## config.mk

```make
export PLATFORM = sky130hd
export DESIGN_NAME = http_request_length_framer_flat
export DESIGN_NICKNAME = d
export VERILOG_FILES = /design/src/hw/rtl/hrlf_pkg.sv /design/src/hw/rtl/hrlf_stream_if.sv /design/src/hw/rtl/hrlf_frame_state.sv /design/src/hw/rtl/hrlf_out_stage.sv /design/src/hw/rtl/http_request_length_framer.sv /design/src/flat_wrapper.sv
export SDC_FILE = /design/constraint.sdc
export NUM_CORES = 1
export LEC_CHECK = 0
export ABC_AREA = 1
export BUFFER_PORTS_ARGS = -buffer_cell sky130_fd_sc_hd__buf_2
export CAP_MARGIN = 20
export CORE_MARGIN = 1
export CORE_UTILIZATION = 25
export DETAILED_ROUTE_END_ITERATION = 10
export GPL_TIMING_DRIVEN = 0
export SETUP_SLACK_MARGIN = 0.3
export SLEW_MARGIN = 20
export SYNTH_ARGS = -nofsm -noshare
export SYNTH_HDL_FRONTEND = slang
export SYNTH_SLANG_ARGS = --single-unit
```

## constraint.sdc

```tcl
create_clock -name clk -period 6.8 [get_ports clk]
set_input_delay 0.68 -clock clk [delete_from_list [all_inputs] [get_ports clk]]
set_output_delay 0.68 -clock clk [all_outputs]
set_load 0.02 [all_outputs]
```

## src/hw/rtl/hrlf_pkg.sv

```systemverilog
// hrlf_pkg: shared types, constants and match tables for the HTTP request framer.
// No dependencies; every module of the framer imports it, the stream interfaces do not.
package hrlf_pkg;

    localparam int HRLF_MAX_HEADER = 2048;
    localparam int HRLF_LEN_BITS   = 32;

    localparam int FIELD_LEN = 18;
    localparam int END_LEN   = 4;
    localparam int FM_W      = $clog2(FIELD_LEN + 1);
    localparam int EM_W      = $clog2(END_LEN + 1);

    localparam logic [7:0] CHAR_CR    = 8'h0D;
    localparam logic [7:0] CHAR_LF    = 8'h0A;
    localparam logic [7:0] CHAR_SPACE = 8'h20;
    localparam logic [7:0] CHAR_ZERO  = 8'h30;
    localparam logic [7:0] CHAR_NINE  = 8'h39;

    typedef enum logic [1:0] {
        LP_SEARCH = 2'd0,
        LP_SPACES = 2'd1,
        LP_DIGITS = 2'd2,
        LP_DONE   = 2'd3
    } length_phase_t;

    typedef struct packed {
        logic [7:0]  data_out;
        logic        in_header;
        logic        last;
        logic        error;
        logic [15:0] dest_service;
    } hrlf_result_t;

    // "\r\nContent-Length: "
    function automatic logic [7:0] field_char(input logic [FM_W-1:0] idx);
        logic [7:0] c;
        case (idx)
            5'd0:    c = CHAR_CR;
            5'd1:    c = CHAR_LF;
            5'd2:    c = 8'h43;
            5'd3:    c = 8'h6F;
            5'd4:    c = 8'h6E;
            5'd5:    c = 8'h74;
            5'd6:    c = 8'h65;
            5'd7:    c = 8'h6E;
            5'd8:    c = 8'h74;
            5'd9:    c = 8'h2D;
            5'd10:   c = 8'h4C;
            5'd11:   c = 8'h65;
            5'd12:   c = 8'h6E;
            5'd13:   c = 8'h67;
            5'd14:   c = 8'h74;
            5'd15:   c = 8'h68;
            5'd16:   c = 8'h3A;
            5'd17:   c = CHAR_SPACE;
            default: c = 8'h00;
        endcase
        return c;
    endfunction

    // CR LF CR LF
    function automatic logic [7:0] end_char(input logic [EM_W-1:0] idx);
        return idx[0] ? CHAR_LF : CHAR_CR;
    endfunction

endpackage

```

## src/hw/rtl/hrlf_stream_if.sv

```systemverilog
// Valid/ready stream interfaces for the framer's byte input and result output.
// Depends on hrlf_pkg for nothing but keeps the same naming; no other dependencies.
interface hrlf_in_if;
    logic       valid;
    logic       ready;
    logic [7:0] data_in;

    modport source (output valid, output data_in, input ready);
    modport sink   (input valid, input data_in, output ready);
endinterface

interface hrlf_out_if;
    logic        valid;
    logic        ready;
    logic [7:0]  data_out;
    logic        in_header;
    logic        last;
    logic        error;
    logic [15:0] dest_service;

    modport source (output valid, output data_out, output in_header, output last,
                    output error, output dest_service, input ready);
    modport sink   (input valid, input data_out, input in_header, input last,
                    input error, input dest_service, output ready);
endinterface

```

## src/hw/rtl/hrlf_frame_state.sv

```systemverilog
// Framing state and per-byte update: header-end match, length field parse, body count.
// Depends on hrlf_pkg.
module hrlf_frame_state
    import hrlf_pkg::*;
#(
    parameter int MAX_HEADER = HRLF_MAX_HEADER,
    parameter int LEN_BITS   = HRLF_LEN_BITS
)
(
    input  logic       clk,
    input  logic       rst_n,
    input  logic       step,
    input  logic [7:0] data_byte,
    output logic       in_header,
    output logic       last,
    output logic       error
);

    localparam int HC_W = $clog2(MAX_HEADER + 1);
    localparam logic [HC_W-1:0] HDR_CAP = HC_W'(MAX_HEADER);

    logic [EM_W-1:0]     end_match_reg,    end_match_next;
    logic [FM_W-1:0]     field_match_reg,  field_match_next;
    length_phase_t       phase_reg,        phase_next;
    logic [LEN_BITS-1:0] length_value_reg, length_value_next;
    logic [HC_W-1:0]     header_count_reg, header_count_next;
    logic                in_body_reg,      in_body_next;
    logic [LEN_BITS-1:0] body_left_reg,    body_left_next;

    logic                is_digit;
    logic [LEN_BITS+3:0] scaled;
    logic                len_ovf;
    logic                done;
    logic                err;
    logic [LEN_BITS-1:0] len_now;
    logic [EM_W-1:0]     em_new;

    assign is_digit = (data_byte >= CHAR_ZERO) && (data_byte <= CHAR_NINE);
    assign scaled   = ({4'd0, length_value_reg} << 3) + ({4'd0, length_value_reg} << 1)
                      + {{LEN_BITS{1'b0}}, data_byte[3:0]};
    assign len_ovf  = |scaled[LEN_BITS+3:LEN_BITS];

    always_comb
    begin
        end_match_next    = end_match_reg;
        field_match_next  = field_match_reg;
        phase_next        = phase_reg;
        length_value_next = length_value_reg;
        header_count_next = header_count_reg;
        in_body_next      = in_body_reg;
        body_left_next    = body_left_reg;
        in_header         = 1'b1;
        last              = 1'b0;
        err               = 1'b0;
        done              = 1'b0;
        len_now           = length_value_reg;
        em_new            = end_match_reg;

        if (in_body_reg)
        begin
            in_header = 1'b0;
            if (body_left_reg <= LEN_BITS'(1))
            begin
                last           = 1'b1;
                in_body_next   = 1'b0;
                body_left_next = '0;
            end
            else
            begin
                body_left_next = body_left_reg - LEN_BITS'(1);
            end
        end
        else
        begin
            header_count_next = header_count_reg + HC_W'(1);

            case (phase_reg)
                LP_SEARCH:
                begin
                    if (field_match_reg < FM_W'(FIELD_LEN)
                        && data_byte == field_char(field_match_reg))
                        field_match_next = field_match_reg + FM_W'(1);
                    else
                        field_match_next = (data_byte == CHAR_CR) ? FM_W'(1) : '0;
                    if (field_match_next == FM_W'(FIELD_LEN))
                    begin
                        phase_next        = LP_SPACES;
                        length_value_next = '0;
                    end
                end
                LP_SPACES:
                begin
                    if (is_digit)
                    begin
                        length_value_next = LEN_BITS'(data_byte[3:0]);
                        phase_next        = LP_DIGITS;
                    end
                    else if (data_byte != CHAR_SPACE)
                        err = 1'b1;
                end
                LP_DIGITS:
                begin
                    if (is_digit)
                    begin
                        if (len_ovf)
                            err = 1'b1;
                        else
                            length_value_next = scaled[LEN_BITS-1:0];
                    end
                    else
                        phase_next = LP_DONE;
                end
                default:
                begin
                end
            endcase

            if (end_match_reg < EM_W'(END_LEN) && data_byte == end_char(end_match_reg))
                em_new = end_match_reg + EM_W'(1);
            else
                em_new = (data_byte == CHAR_CR) ? EM_W'(1) : '0;
            end_match_next = em_new;
            done           = (em_new == EM_W'(END_LEN));
            len_now        = length_value_next;

            if (err || done || header_count_next >= HDR_CAP)
            begin
                end_match_next    = '0;
                field_match_next  = '0;
                phase_next        = LP_SEARCH;
                length_value_next = '0;
                header_count_next = '0;
                in_body_next      = 1'b0;
                body_left_next    = '0;
                if (!err && done)
                begin
                    if (len_now == '0)
                        last = 1'b1;
                    else
                    begin
                        in_body_next   = 1'b1;
                        body_left_next = len_now;
                    end
                end
                else if (!err)
                    err = 1'b1;  // header cap reached
            end
        end
    end

    assign error = err;

    always_ff @(posedge clk or negedge rst_n)
    begin
        if (!rst_n)
        begin
            end_match_reg    <= '0;
            field_match_reg  <= '0;
            phase_reg        <= LP_SEARCH;
            length_value_reg <= '0;
            header_count_reg <= '0;
            in_body_reg      <= 1'b0;
            body_left_reg    <= '0;
        end
        else if (step)
        begin
            end_match_reg    <= end_match_next;
            field_match_reg  <= field_match_next;
            phase_reg        <= phase_next;
            length_value_reg <= length_value_next;
            header_count_reg <= header_count_next;
            in_body_reg      <= in_body_next;
            body_left_reg    <= body_left_next;
        end
    end

endmodule

```

## src/hw/rtl/hrlf_out_stage.sv

```systemverilog
// Result register with valid/ready handshake; frees itself in the cycle it is taken.
// Depends on hrlf_pkg and hrlf_out_if.
module hrlf_out_stage
    import hrlf_pkg::*;
(
    input  logic         clk,
    input  logic         rst_n,
    input  logic         load,
    input  hrlf_result_t result,
    output logic         can_load,
    hrlf_out_if.source   out_stream
);

    logic         valid_reg, valid_next;
    hrlf_result_t result_reg;

    assign can_load   = !valid_reg || out_stream.ready;
    assign valid_next = load || (valid_reg && !out_stream.ready);

    always_ff @(posedge clk or negedge rst_n)
    begin
        if (!rst_n)
            valid_reg <= 1'b0;
        else
            valid_reg <= valid_next;
    end

    always_ff @(posedge clk)
    begin
        if (load)
            result_reg <= result;
    end

    assign out_stream.valid        = valid_reg;
    assign out_stream.data_out     = result_reg.data_out;
    assign out_stream.in_header    = result_reg.in_header;
    assign out_stream.last         = result_reg.last;
    assign out_stream.error        = result_reg.error;
    assign out_stream.dest_service = result_reg.dest_service;

endmodule

```

## src/hw/rtl/http_request_length_framer.sv

```systemverilog
// HTTP request framer, top level: one byte transaction in, one flagged byte transaction out.
// Result is valid in the cycle after a byte is accepted; 1 byte per cycle while the output
// is not held by ready, set by the combinational state update feeding the result register.
// Reset clears all framing state, the service tag and the result valid flag.
// Depends on hrlf_pkg, hrlf_stream_if, hrlf_frame_state, hrlf_out_stage.
module http_request_length_framer
    import hrlf_pkg::*;
#(
    parameter int MAX_HEADER = HRLF_MAX_HEADER,
    parameter int LEN_BITS   = HRLF_LEN_BITS
)
(
    input  logic        clk,
    input  logic        rst_n,
    input  logic        cfg_wr_en,
    input  logic [15:0] cfg_wr_data,
    hrlf_in_if.sink     in_stream,
    hrlf_out_if.source  out_stream
);

    logic         accept;
    logic         can_load;
    logic         hdr_flag;
    logic         last_flag;
    logic         err_flag;
    logic [15:0]  service_tag_reg;
    hrlf_result_t result;

    assign in_stream.ready = can_load;
    assign accept          = in_stream.valid && can_load;

    always_ff @(posedge clk or negedge rst_n)
    begin
        if (!rst_n)
            service_tag_reg <= '0;
        else if (cfg_wr_en)
            service_tag_reg <= cfg_wr_data;
    end

    hrlf_frame_state #(
        .MAX_HEADER (MAX_HEADER),
        .LEN_BITS   (LEN_BITS)
    ) u_frame_state (
        .clk       (clk),
        .rst_n     (rst_n),
        .step      (accept),
        .data_byte (in_stream.data_in),
        .in_header (hdr_flag),
        .last      (last_flag),
        .error     (err_flag)
    );

    always_comb
    begin
        result.data_out     = in_stream.data_in;
        result.in_header    = hdr_flag;
        result.last         = last_flag;
        result.error        = err_flag;
        result.dest_service = service_tag_reg;
    end

    hrlf_out_stage u_out_stage (
        .clk        (clk),
        .rst_n      (rst_n),
        .load       (accept),
        .result     (result),
        .can_load   (can_load),
        .out_stream (out_stream)
    );

endmodule
```

## src/flat_wrapper.sv

```systemverilog
// flat-port wrapper written by rule: the top's interface ports become plain ports
module http_request_length_framer_flat import hrlf_pkg::*;
#(
    parameter int MAX_HEADER = HRLF_MAX_HEADER,
    parameter int LEN_BITS   = HRLF_LEN_BITS
)
  (clk, rst_n, cfg_wr_en, cfg_wr_data, in_stream_valid, in_stream_data_in, in_stream_ready, out_stream_valid, out_stream_data_out, out_stream_in_header, out_stream_last, out_stream_error, out_stream_dest_service, out_stream_ready);
  hrlf_in_if in_stream_i ();
  hrlf_out_if out_stream_i ();
  input  logic clk;
  input  logic rst_n;
  input  logic cfg_wr_en;
  input  logic [15:0] cfg_wr_data;
  input wire logic [$bits(in_stream_i.valid)-1:0] in_stream_valid;
  input wire logic [$bits(in_stream_i.data_in)-1:0] in_stream_data_in;
  output wire logic [$bits(in_stream_i.ready)-1:0] in_stream_ready;
  output wire logic [$bits(out_stream_i.valid)-1:0] out_stream_valid;
  output wire logic [$bits(out_stream_i.data_out)-1:0] out_stream_data_out;
  output wire logic [$bits(out_stream_i.in_header)-1:0] out_stream_in_header;
  output wire logic [$bits(out_stream_i.last)-1:0] out_stream_last;
  output wire logic [$bits(out_stream_i.error)-1:0] out_stream_error;
  output wire logic [$bits(out_stream_i.dest_service)-1:0] out_stream_dest_service;
  input wire logic [$bits(out_stream_i.ready)-1:0] out_stream_ready;
  assign in_stream_i.valid = in_stream_valid;
  assign in_stream_i.data_in = in_stream_data_in;
  assign in_stream_ready = in_stream_i.ready;
  assign out_stream_valid = out_stream_i.valid;
  assign out_stream_data_out = out_stream_i.data_out;
  assign out_stream_in_header = out_stream_i.in_header;
  assign out_stream_last = out_stream_i.last;
  assign out_stream_error = out_stream_i.error;
  assign out_stream_dest_service = out_stream_i.dest_service;
  assign out_stream_i.ready = out_stream_ready;
  http_request_length_framer #(.MAX_HEADER(MAX_HEADER), .LEN_BITS(LEN_BITS)) u_core (.clk(clk), .rst_n(rst_n), .cfg_wr_en(cfg_wr_en), .cfg_wr_data(cfg_wr_data), .in_stream(in_stream_i), .out_stream(out_stream_i));
endmodule
```

==> results of run 1 <==
## cell usage in the layout, fill, tap and decap left out, drive strengths merged, types with 24 or more instances in the layout
cell,netlist,routed
o21ai,69,69
nor2,136,136
edfxtp,27,27
nand2,451,451
nand3,92,92
nand4,31,31
buf,21,78
ha,80,80
inv,187,187
xor2,33,33
a21oi,53,53
dfrtp,104,104
clkbuf,17,42
nor3,45,45
o22ai,24,24
## power groups by stage
stage / Sequential (mW) / Combinational (mW) / Clock [mW]
2_1_floorplan: 1.08 / 0.938 / 0
3_3_place_gp: 1.11 / 1.26 / 0
3_5_place_dp: 1.11 / 1.28 / 0
4_1_cts: 1.10 / 1.29 / 0.964
5_1_grt: 1.12 / 1.46 / 0.995
6_report: 1.10 / 1.30 / 0.947
## metrics by stage
step                      power, mW  hold WS [ns]  cells  setup WS (ns)  area [sq um]
after floorplan                2.02         0.384   1471           3.01         10400
after global placement         2.37         0.423   2059           1.88         11400
after detailed placement       2.39         0.430   2060           1.93         11400
after CTS                      3.35         0.227   2091           2.36         12000
after global routing           3.58         0.246   2091           2.06         12000
final                          3.35         0.187   2091           2.35         12000
## synth_stat cells (3+ instances only)
| cell type | instances | area (sq um) |
|---|---|---|
| o21bai_1 | 9 | 67.6 |
| o21ai_1 | 28 | 140 |
| clkbuf_1 | 17 | 63.8 |
| and2_1 | 6 | 37.5 |
| inv_2 | 12 | 45.0 |
| xor2_1 | 33 | 289 |
| mux2_2 | 16 | 180 |
| nor3_1 | 44 | 220 |
| edfxtp_1 | 27 | 811 |
| o32ai_1 | 7 | 61.3 |
| o31ai_1 | 10 | 75.1 |
| nor4_1 | 9 | 56.3 |
| nand4_1 | 30 | 188 |
| or2_2 | 4 | 25.0 |
| nor2_4 | 4 | 45.0 |
| nor2_2 | 3 | 18.8 |
| o22ai_1 | 24 | 150 |
| ha_1 | 80 | 1000 |
| a21oi_1 | 51 | 255 |
| nand3_1 | 87 | 435 |
| nor2_1 | 128 | 480 |
| inv_1 | 175 | 657 |
| nand2_1 | 437 | 1640 |
| nand2_2 | 13 | 81.3 |
| clkinv_1 | 5 | 18.8 |
| o21ai_0 | 40 | 200 |
| buf_2 | 16 | 80.1 |
| nand3_2 | 3 | 30.0 |
| dfrtp_1 | 104 | 2600 |
| xnor2_1 | 18 | 158 |
## routing by layer
layer / up-vias / share of wire
li1: 4964 / -
met1: 4636 / 0.46
met2: 277 / 0.48
met3: 44 / 0.041
met4: 0 / 0.025
met5: - / 0
## how the worst max path moves through the flow
stage / end / cells past startpoint / slack, ns / startpoint
global placement: u_core.u_out_stage.out_stream.last / 26 / 1.88 / in_stream_data_in[3]
global route: u_core.u_out_stage.out_stream.last / 25 / 2.06 / u_core.u_frame_state.length_value_reg[2]
finish: u_core.u_out_stage.out_stream.last / 26 / 2.35 / in_stream_data_in[3]
CTS: u_core.u_out_stage.out_stream.last / 26 / 2.36 / in_stream_data_in[3]
detailed placement: u_core.u_out_stage.out_stream.last / 26 / 1.93 / in_stream_data_in[3]
floorplan: u_core.u_out_stage.out_stream.last / 25 / 3.01 / in_stream_data_in[3]
## worst max-delay path, delay by kind of cell
kind                       cells  cell delay (ns)
and+or+nand+nor               19             2.18
adders and majority gates      2             1.01
buffers and inverters          4             0.56
AOI/OAI and AO/OA              1             0.25
## cell type report
class / count / area (sq um) / area share
clock buffer: 25 / 475 / 0.0396
tap: 532 / 666 / 0.0555
clock inverter: 6 / 105 / 0.00876
multi-input combinational: 1110 / 6120 / 0.510
inverter: 192 / 721 / 0.0601
timing repair buffer: 57 / 314 / 0.0262
sequential: 131 / 3410 / 0.285
buffer: 38 / 185 / 0.0154
## cell families after synthesis
group,count (synthesis),synth area share
adders and majority gates,82,0.0998
buffers and inverters,230,0.0868
muxes,16,0.0173
and+or+nand+nor,782,0.327
DFF,131,0.327
xor gates and xnor gates,51,0.0428
AOI/OAI and AO/OA,179,0.0996
==> results.cfg, run 1 <==
[timing]
drv_slew = 0
relSlewSlack = 0.512
tns_ns = 0
max_freq_ghz = 0.225
grt_setup_unrepaired = false
period_share = 0.655
setup_viol = 0
finClkSkew_ns = 0.00966
hold_violations = 0
fin_crit_ns = 4.45
tightest_slew_ns = 0.731

[clocking]
cts_tree = done
cts_sinks = 131
numCtsBuffers = 17
post-cts-setup-buffers = 0
cts-resized-gates = 0
clk_path_buf_depth = 2
postCtsHoldBufs = 0
clk_pin_slew_ns = 0.06
htree_levels = 4
clock_latency_ns = 0.44
ctsRootBufferMaster = clkbuf_16

[global_route]
grt_pass1_vias = 9548
grt_start_max_net_pins = 56
met2_usage = 0.246
top_usage_layer = met2
use_met1 = 0.189
antenna_found_initial = 0
grt_usage = 0.146
use_met3 = 0.0180
grt_pass1_wl_um = 48900
grt_overflow_total = 0

[setup_path]
ff2ff_path_depth = 25
start_kind = primary input
critPathRequiredTime_ns = 7.04
path_class = in2reg
r2r_start = u_core.u_frame_state.length_value_reg[0]
rrSetupSlack_ns = 2.35
worst_path_most_repeated_cell = nand2_1
r2r_end = u_core.u_out_stage.out_stream.last
worst_setup_path_end_kind = register
cp_max_fo = 10
worstPathArrival_ns = 4.69
cpMaxStageDelayCell = fa_1
max_stage_delay_ns = 0.54

[drt]
drc = 12
dr.pass1.iters = 8
ant_nets = 0
via_per_inst = 4.74
wirelength_um = 30400
drtIter0Drc = 795
vias = 9921
wl_per_cell_um = 14.5

[pwr]
p_leak_nw = 6.06
power_density_nw_per_um2 = 279
intPower_mw = 1.99
switching_share = 0.406
clockPowerShare = 0.283
power.share.combinational = 0.388
peakVddDrop_v = 0.000139
p_switching_mw = 1.36
pwr-share-seq = 0.329

[cells_and_area]
area_growth_pct = 15.0
fillers = 4425
finalNetCount = 1658
diodes = 0
drive_gt1_frac = 0.108
final_core_util = 0.292

[synth]
syn_nets = 1582
ys_types = 53
syn_avg_cell_area_sq_um = 7.09
ys.warnings.count = 0
synth_ff_type = dfrtp_1
async_flop_share = 0.794
synth-seq-area-share = 0.327
synth_cells = 1471
synth_edf_count = 27
syn-cell-area_sq_um = 10400
ys_ff_latch = 131

[placed_design]
hpwlAfterDp_um = 23700
routabilityCongestion = 0.907
io_buffer_count = 56

[die]
dieHeight_um = 206
io_pins = 58
rows = 74
die_w_um = 206
core_area_sq_um = 41000
initial_core_util = 0.254
die_area_sq_um = 42600

[status]
status = finished with violations
violations = design-rule violations

[hold_path]
min_path_type = in2async

[run]
cap_viol_max_count = 0
Power figures use the tool's default switching activity.
==> run 2, diff against run 1 <==
- clock period: 6.8 -> 4.44 ns (I/O delays scaled with it)
==> run 2 against run 1 <==
The flow still finishes with violations (design-rule violations). Power grew 60%. Sequential power grew 54%. Non-clock buffer count grew 35. Count of clock-buffer cells in the layout is the same. First-iteration DRC count shrank 3.5%. Sequential share of layout area shrank 1.3 points. Sequential cell count is the same. Register-to-register slack lost 2.0 ns. Critical endpoint unchanged. Largest cell class unchanged.
==> results.cfg, run 2 (same netlist as run 1, synthesis figures left out) <==
[status]
status = finished with violations
violations = design-rule violations

[cells_and_area]
finalNetCount = 1693
final_core_util = 0.306
diodes = 0
final_common_cell = nand2_1
drive_gt1_frac = 0.157
layout_common_cells = nand2_1, inv_1, nor2_1
instances_no_fill = 2126
area_growth_pct = 20.4

[die]
core_area_sq_um = 41000
dieHeight_um = 206
die_area_sq_um = 42600
initial_core_util = 0.254
rows = 74
io_pins = 58
die_w_um = 206

[timing]
period_share = 0.911
setup_viol = 0
tns_ns = 0
hold_violations = 0
fin_crit_ns = 4.05
max_freq_ghz = 0.247
finClkSkew_ns = 0.0101
tightest_slew_ns = 0.722
relSlewSlack = 0.518
grt_setup_unrepaired = false
drv_slew = 0

[clocking]
htree_levels = 4
clk_pin_slew_ns = 0.06
clk_path_buf_depth = 2
cts_sinks = 131
numCtsBuffers = 17
ctsRootBufferMaster = clkbuf_16
cts_tree = done
clock_latency_ns = 0.44

[global_route]
antenna_found_initial = 0
use_met3 = 0.0196
grt_pass1_vias = 9627
grt_start_max_net_pins = 56
grt_usage = 0.147
use_met1 = 0.188
grt_overflow_total = 0
met2_usage = 0.250
top_usage_layer = met2
grt_pass1_wl_um = 49300

[pwr]
p_leak_nw = 6.27
clockPowerShare = 0.269
power.share.combinational = 0.416
p_switching_mw = 2.19
switching_share = 0.407
peakVddDrop_v = 0.000217
power_density_nw_per_um2 = 427
intPower_mw = 3.18
power_mw = 5.37
pwr-share-seq = 0.314

[drt]
via_per_inst = 4.76
wirelength_um = 31300
ant_nets = 0
wl_per_cell_um = 14.7
drtIter0Drc = 767
drc = 11
vias = 10121
dr.pass1.iters = 8

[setup_path]
critPathRequiredTime_ns = 4.70
worst_setup_path_end_kind = register
cp_max_fo = 8
worstPathArrival_ns = 4.31
start_kind = register
path_class = reg2reg

[placed_design]
hpwlAfterDp_um = 23700
dp.cells = 2060
io_buffer_count = 56
routabilityCongestion = 0.907

[hold_path]
min_path_type = in2reg

[run]
cap_viol_max_count = 0
-- run 2: layout make-up --
cell class	instances	area (sq um)
fillers	4362	28500
multi-input cells	1110	6350
flip-flops and latches	131	3420
inverters	192	723
well taps	532	666
repair buffers	92	618
clock buffers	25	475
plain buffers	38	213
clock inverters	6	105
-- run 2: final timing paths --
kind | startpoint | to | cells past startpoint | slack [ns]
max | u_core.u_frame_state.length_value_reg[0] | u_core.u_out_stage.out_stream.last | 27 | 0.39
min | in_stream_valid | u_core.u_out_stage.out_stream.valid | 3 | 0.22
max reg2reg | u_core.u_frame_state.length_value_reg[0] | u_core.u_out_stage.out_stream.last | 27 | 0.39
min reg2reg | u_core.service_tag_reg[11] | u_core.u_out_stage.out_stream.dest_service[11] | 0 | 0.44
max in group asynchronous | rst_n | u_core.service_tag_reg[11] | 3 | 3.18
min in group asynchronous | rst_n | u_core.service_tag_reg[9] | 2 | 0.53
-- run 2: repair_timing --
action | CTS | global route
hold buffers | 1 | 0
buffers inserted | 7 | 25
setup endpoints to repair | 63 | 75
gates resized for setup | 13 | 57
pin swaps | 3 | 22
hold endpoints to repair | 10 | 0
cloned | 0 | 2
-- run 2: metal layers --
metal,share of wire,vias to the layer above
li1,-,5037
met1,0.45,4756
met2,0.48,275
met3,0.042,53
met4,0.024,0
met5,0,-
-- run 2: power by group through the flow --
stage | sequential, mW | combinational [mW] | clock [mW]
floorplan | 1.66 | 1.44 | 0
global placement | 1.69 | 1.94 | 0
detailed placement | 1.70 | 1.96 | 0
CTS | 1.68 | 2.02 | 1.48
global route | 1.72 | 2.48 | 1.52
finish | 1.69 | 2.24 | 1.45
-- run 2: critical path, cell delays in order (launching register included) --
cell	delay, ns
dfrtp_1	0.40
buf_4	0.15
ha_2	0.19
ha_4	0.15
inv_1	0.06
fa_2	0.39
inv_1	0.06
nand2_1	0.06
nand2_2	0.09
nand3_1	0.08
nand2_2	0.10
nand2_1	0.07
nand2_2	0.10
nand2_1	0.09
nand3_2	0.10
nand2_4	0.07
nor2_8	0.21
nand3_4	0.20
buf_8	0.21
nand2_4	0.08
nand2_8	0.10
a21oi_4	0.19
nand2_1	0.08
nor2_1	0.11
nand2_1	0.08
nor2_2	0.15
nand2_2	0.10
a21oi_4	0.20
-- run 2: through the flow --
stage / setup slack [ns] / area (sq um) / hold slack (ns)
floorplan: 0.890 / 10400 / 0.148
global placement: -0.244 / 11400 / 0.423
detailed placement: -0.199 / 11400 / 0.430
CTS: 0.318 / 12100 / 0.207
global route: 0.250 / 12600 / 0.222
finish: 0.394 / 12600 / 0.218
